<file path="src/hw/rtl/tmt_pkg.sv">
// Shared constants, codes and types for the timestamp merge tournament tree.
`default_nettype none
package tmt_pkg;
  localparam int LEAVES          = 16;
  localparam int VIRTUAL_SOURCES = 8;
  localparam int RING_DEPTH      = 64;
  localparam int NODES           = 2 * LEAVES + 1;
  localparam int LEAF_W          = $clog2(LEAVES);
  localparam int NODE_W          = $clog2(NODES);
  localparam int VS_W            = (VIRTUAL_SOURCES > 1) ? $clog2(VIRTUAL_SOURCES) : 1;
  localparam int PTR_W           = $clog2(RING_DEPTH);
  localparam int RING_WORDS      = VIRTUAL_SOURCES * RING_DEPTH;
  localparam int RADDR_W         = $clog2(RING_WORDS);
  localparam int IN_W            = 80;
  localparam int OUT_W           = 88;

  localparam logic [63:0] TIME_MAX = 64'h7FFF_FFFF_FFFF_FFFF;
  localparam logic [7:0]  ID_NONE  = 8'hFF;

  localparam logic [1:0] MODE_PUT  = 2'd0;
  localparam logic [1:0] MODE_NEXT = 2'd1;
  localparam logic [1:0] MODE_SET  = 2'd2;

  localparam logic [1:0] ST_OK       = 2'd0;
  localparam logic [1:0] ST_CLEARED  = 2'd1;
  localparam logic [1:0] ST_OVERFLOW = 2'd2;
  localparam logic [1:0] ST_RANGE    = 2'd3;

  localparam logic CFG_OFFSET = 1'b0;
  localparam logic CFG_REAL   = 1'b1;

  typedef enum logic [1:0] {ACT_NONE, ACT_SET, ACT_FETCH} act_e;

  typedef struct packed {
    logic [63:0] tstamp;
    logic [7:0]  src;
    logic [7:0]  chn;
  } node_t;

  typedef struct packed {
    logic capture;
    logic decode;
    logic fetch;
    logic set_leaf;
    logic walk;
    logic emit;
  } cmd_t;

  typedef struct packed {
    act_e act;
    logic at_root;
  } dp_stat_t;
endpackage
`default_nettype wire

</file>
<file path="src/hw/rtl/tmt_ctrl.sv">
// Controller: sequences decode, ring fetch, leaf write and tree walk for each transaction.
`default_nettype none
module tmt_ctrl (
  input  wire                   clk_i,
  input  wire                   rst_ni,
  input  wire                   in_valid_i,
  output logic                  in_ready_o,
  output logic                  out_valid_o,
  input  wire                   out_ready_i,
  input  wire tmt_pkg::dp_stat_t stat_i,
  output tmt_pkg::cmd_t         cmd_o
);
  typedef enum logic [2:0] {S_IDLE, S_DECODE, S_FETCH, S_SET, S_WALK, S_DONE} state_e;

  state_e state_q;
  logic   out_valid_q;

  assign in_ready_o  = (state_q == S_IDLE) && (!out_valid_q || out_ready_i);
  assign out_valid_o = out_valid_q;

  always_comb begin
    cmd_o          = '0;
    cmd_o.capture  = in_valid_i && in_ready_o;
    cmd_o.decode   = state_q == S_DECODE;
    cmd_o.fetch    = state_q == S_FETCH;
    cmd_o.set_leaf = state_q == S_SET;
    cmd_o.walk     = state_q == S_WALK;
    cmd_o.emit     = state_q == S_DONE;
  end

  always_ff @(posedge clk_i or negedge rst_ni) begin
    if (!rst_ni) begin
      state_q     <= S_IDLE;
      out_valid_q <= 1'b0;
    end else begin
      if (out_valid_q && out_ready_i) out_valid_q <= 1'b0;
      unique case (state_q)
        S_IDLE:   if (in_valid_i && in_ready_o) state_q <= S_DECODE;
        S_DECODE: begin
          unique case (stat_i.act)
            tmt_pkg::ACT_SET:   state_q <= S_SET;
            tmt_pkg::ACT_FETCH: state_q <= S_FETCH;
            default:            state_q <= S_DONE;
          endcase
        end
        S_FETCH:  state_q <= S_SET;
        S_SET:    state_q <= S_WALK;
        S_WALK:   if (stat_i.at_root) state_q <= S_DONE;
        S_DONE: begin
          out_valid_q <= 1'b1;
          state_q     <= S_IDLE;
        end
        default:  state_q <= S_IDLE;
      endcase
    end
  end
endmodule
`default_nettype wire

</file>
<file path="config.mk">
export PLATFORM = sky130hd
export DESIGN_NAME = tmt_ctrl
export DESIGN_NICKNAME = d
export VERILOG_FILES = /design/src/hw/rtl/tmt_pkg.sv /design/src/hw/rtl/tmt_ctrl.sv
export SDC_FILE = /design/constraint.sdc
export NUM_CORES = 1
export LEC_CHECK = 0
export ABC_AREA = 0
export ABC_CLOCK_PERIOD_IN_PS = 1600
export BUFFER_PORTS_ARGS = -buffer_cell sky130_fd_sc_hd__buf_2
export CORE_AREA = 3 3 40 42
export CTS_CLUSTER_SIZE = 8
export DETAILED_ROUTE_END_ITERATION = 12
export DIE_AREA = 0 0 43 45
export SKIP_CTS_REPAIR_TIMING = 1
export SLEW_MARGIN = 20
export SYNTH_ARGS = -nofsm -noshare
export SYNTH_HDL_FRONTEND = slang
export SYNTH_SLANG_ARGS = --single-unit
</file>
<file path="constraint.sdc">
create_clock -name clk_i -period 1.6 [get_ports clk_i]
set_clock_uncertainty 0.2 [all_clocks]
set_input_delay 0.32 -clock clk_i [delete_from_list [all_inputs] [get_ports clk_i]]
set_output_delay 0.32 -clock clk_i [all_outputs]
set_load 0.05 [all_outputs]
</file>
==> flow_metrics.tcl <==
set metrics [dict create \
    maxCapViolations 0 \
    synth_compound_area_share_pct 12.6 \
    dieWidth_um 43 \
    antennaDiodeCount 0 \
    drive_above_1_share_pct 70.7 \
    setup_tns_ps -878 \
    power_leakage_nw 0.292 \
    clockBufferDepth 2 \
    drv_slew 0 \
    path_clk_slew_ps 50 \
    clk_latency_ps 240 \
    cts_tree "yes" \
    setup_violations 7 \
    grt_use_met1_pct 10.7 \
    pre_cts_slack_ps -67.2 \
    ys_ff_latch 4 \
    ys_warn_count 0 \
    worstSetupPathType "reg2out" \
    grt_remaining_overflow 0 \
    crit_chain "nor4b_4, and2_4, buf_8" \
    layout.nets 67 \
    startpoint_type "flip-flop" \
    busiest_layer "met2" \
    post-route-period-util_pct 112 \
    place_congestion 0.742 \
    place.port_buffers 14 \
    worstPathMaxFanout 3 \
    ys_seq_area_share_pct 33.6 \
    grt_start_max_net_pins 11 \
    end_kind "output pin" \
    outcome "finished with violations" \
    syn-num-nets 39 \
    synth_top_family_by_area "simple AND/OR/NAND/NOR gates" \
    antenna_found_initial 0 \
    cts_buffers 3 \
    drt-pass1-iter-count 2 \
    max_freq_ghz 0.560 \
    fp.dieH_um 45 \
    hold_viol 0 \
    synthXorXnorAreaFrac_pct 0 \
    crit_slowest_cell "dfrtp_2" \
    rows 13 \
    ant_nets 0 \
    crit_arrival_ps 1270 \
    routedWlPerCell_um 10.6 \
    avgSynthCellArea_um2 9.61 \
    cts_root_buf "clkbuf_4" \
    hold_depth 3 \
    failed_checks "setup timing" \
    worst_slack_ps -187 \
    initial_core_util_pct 23.2 \
    worst_slew_pin_slew_ps 246 \
    grt_pass1_vias 274 \
    drc_errors 0 \
    slowest_delay_ps 440 \
    die-area_mm2 0.00194 \
    crit_required_ps 1080 \
    synthMuxAreaShare_pct 0 \
    drtIter0Drc 2 \
    synth_cell_types 19 \
    grt_pass1_wl_um 1220 \
    dpl.hpwl_um 559 \
    rsz0062_at_grt "yes" \
    coreArea_mm2 0.00128 \
    hp-class "in2reg" \
    rr_worst_depth 5 \
    io_pins 15 \
    peakVddDrop_uv 1140 \
    syn_area_um2 298 \
    fin_crit_ps 1790 \
    cts_htree_levels 1 \
    synth_fa_ha_area_share_pct 4.20 \
    p_per_area_mw_per_mm2 2550 \
    track_usage_pct 8.94 \
    final_cell_mix "8 x buf_6, 8 x buf_4, 7 x buf_2" \
    synth_cells 31 \
    vias 323 \
    slew_headroom_pct 83.7 \
    synthToLayoutAreaGrowth_pct 98.7 \
    synthSimpleGateAreaFrac_pct 35.7 \
    numClockSinks 4 \
    wl_um 772 \
    met3_usage_pct 7.17 \
    use_met2_pct 12.6 \
    viasPerCell 4.42 \
]
[worst max-delay path, delay by kind of cell, from the launching register on]
kind	cells	cell delay (ps)
simple gates	2	450
flops	1	440
buf+inv	1	130
[cell usage after synthesis]
library cell	n	area (um^2)
o21ai_0	1	5.00
nor2_1	1	3.75
and2_1	1	6.26
buf_6	2	22.5
o21bai_1	1	7.51
o32ai_1	1	8.76
nand2b_1	2	12.5
nor4b_4	1	23.8
a31oi_1	1	6.26
nand2_1	4	15.0
buf_4	1	7.51
a21oi_1	2	10.0
nor3b_1	2	15.0
ha_1	1	12.5
inv_1	3	11.3
nor3b_4	1	18.8
nor3_1	1	5.00
dfrtp_1	4	100
nor2b_1	1	6.26
[per-layer routing]
| layer | up-vias | wire (um) |
|---|---|---|
| met4 | 0 | 6 |
| met2 | 13 | 358 |
| met5 | - | 0 |
| met3 | 2 | 84 |
| li1 | 157 | - |
| met1 | 151 | 322 |
[state kept, by name, indices dropped and copies added, names as in the netlist]
register,flops
out_valid_o,1
state_q,3
[final cells by class]
| type | count | area (um^2) |
|---|---|---|
| fillers | 132 | 693 |
| repair buffers | 26 | 225 |
| multi-input cells | 21 | 206 |
| flip-flops and latches | 4 | 104 |
| clock buffers | 4 | 26.3 |
| well taps | 15 | 18.8 |
| inverters | 3 | 11.3 |
[logic make-up (layout without fill, tap and decap cells)]
logic type | after synthesis | in the layout
and+or+nand+nor | 14 | 14
AOI/OAI and AO/OA | 6 | 6
buffers and inverters | 6 | 33
DFF | 4 | 4
adders and majority gates | 1 | 1
[metrics by stage]
stage	instances	total power [mW]	hold slack, ps	util (%)	instance area, um^2
after floorplan	31	0.897	-176	-	327
after global placement	65	1.08	-68.9	34.7	445
after global routing	73	1.60	211	46.1	592
after detailed placement	65	1.09	-68.4	34.7	445
after CTS	69	1.25	-337	36.7	472
final	73	1.51	189	46.1	592
[power breakdown]
part           switching (mW)  internal, mW
sequential             0.0775         0.159
clock                  0.0493        0.0941
combinational           0.600         0.531
[path summary, 6_finish.rpt]
check | start | endpoint | slack [ps]
max | state_q[1] | cmd_o[5] | -190
min | stat_i[0] | state_q[0] | 190
max reg2reg | state_q[2] | state_q[0] | 220
min reg2reg | out_valid_o | out_valid_o | 430
max in group asynchronous | rst_ni | state_q[1] | 840
min in group asynchronous | rst_ni | out_valid_o | 210
No activity file was read; power rests on OpenSTA's default activity.
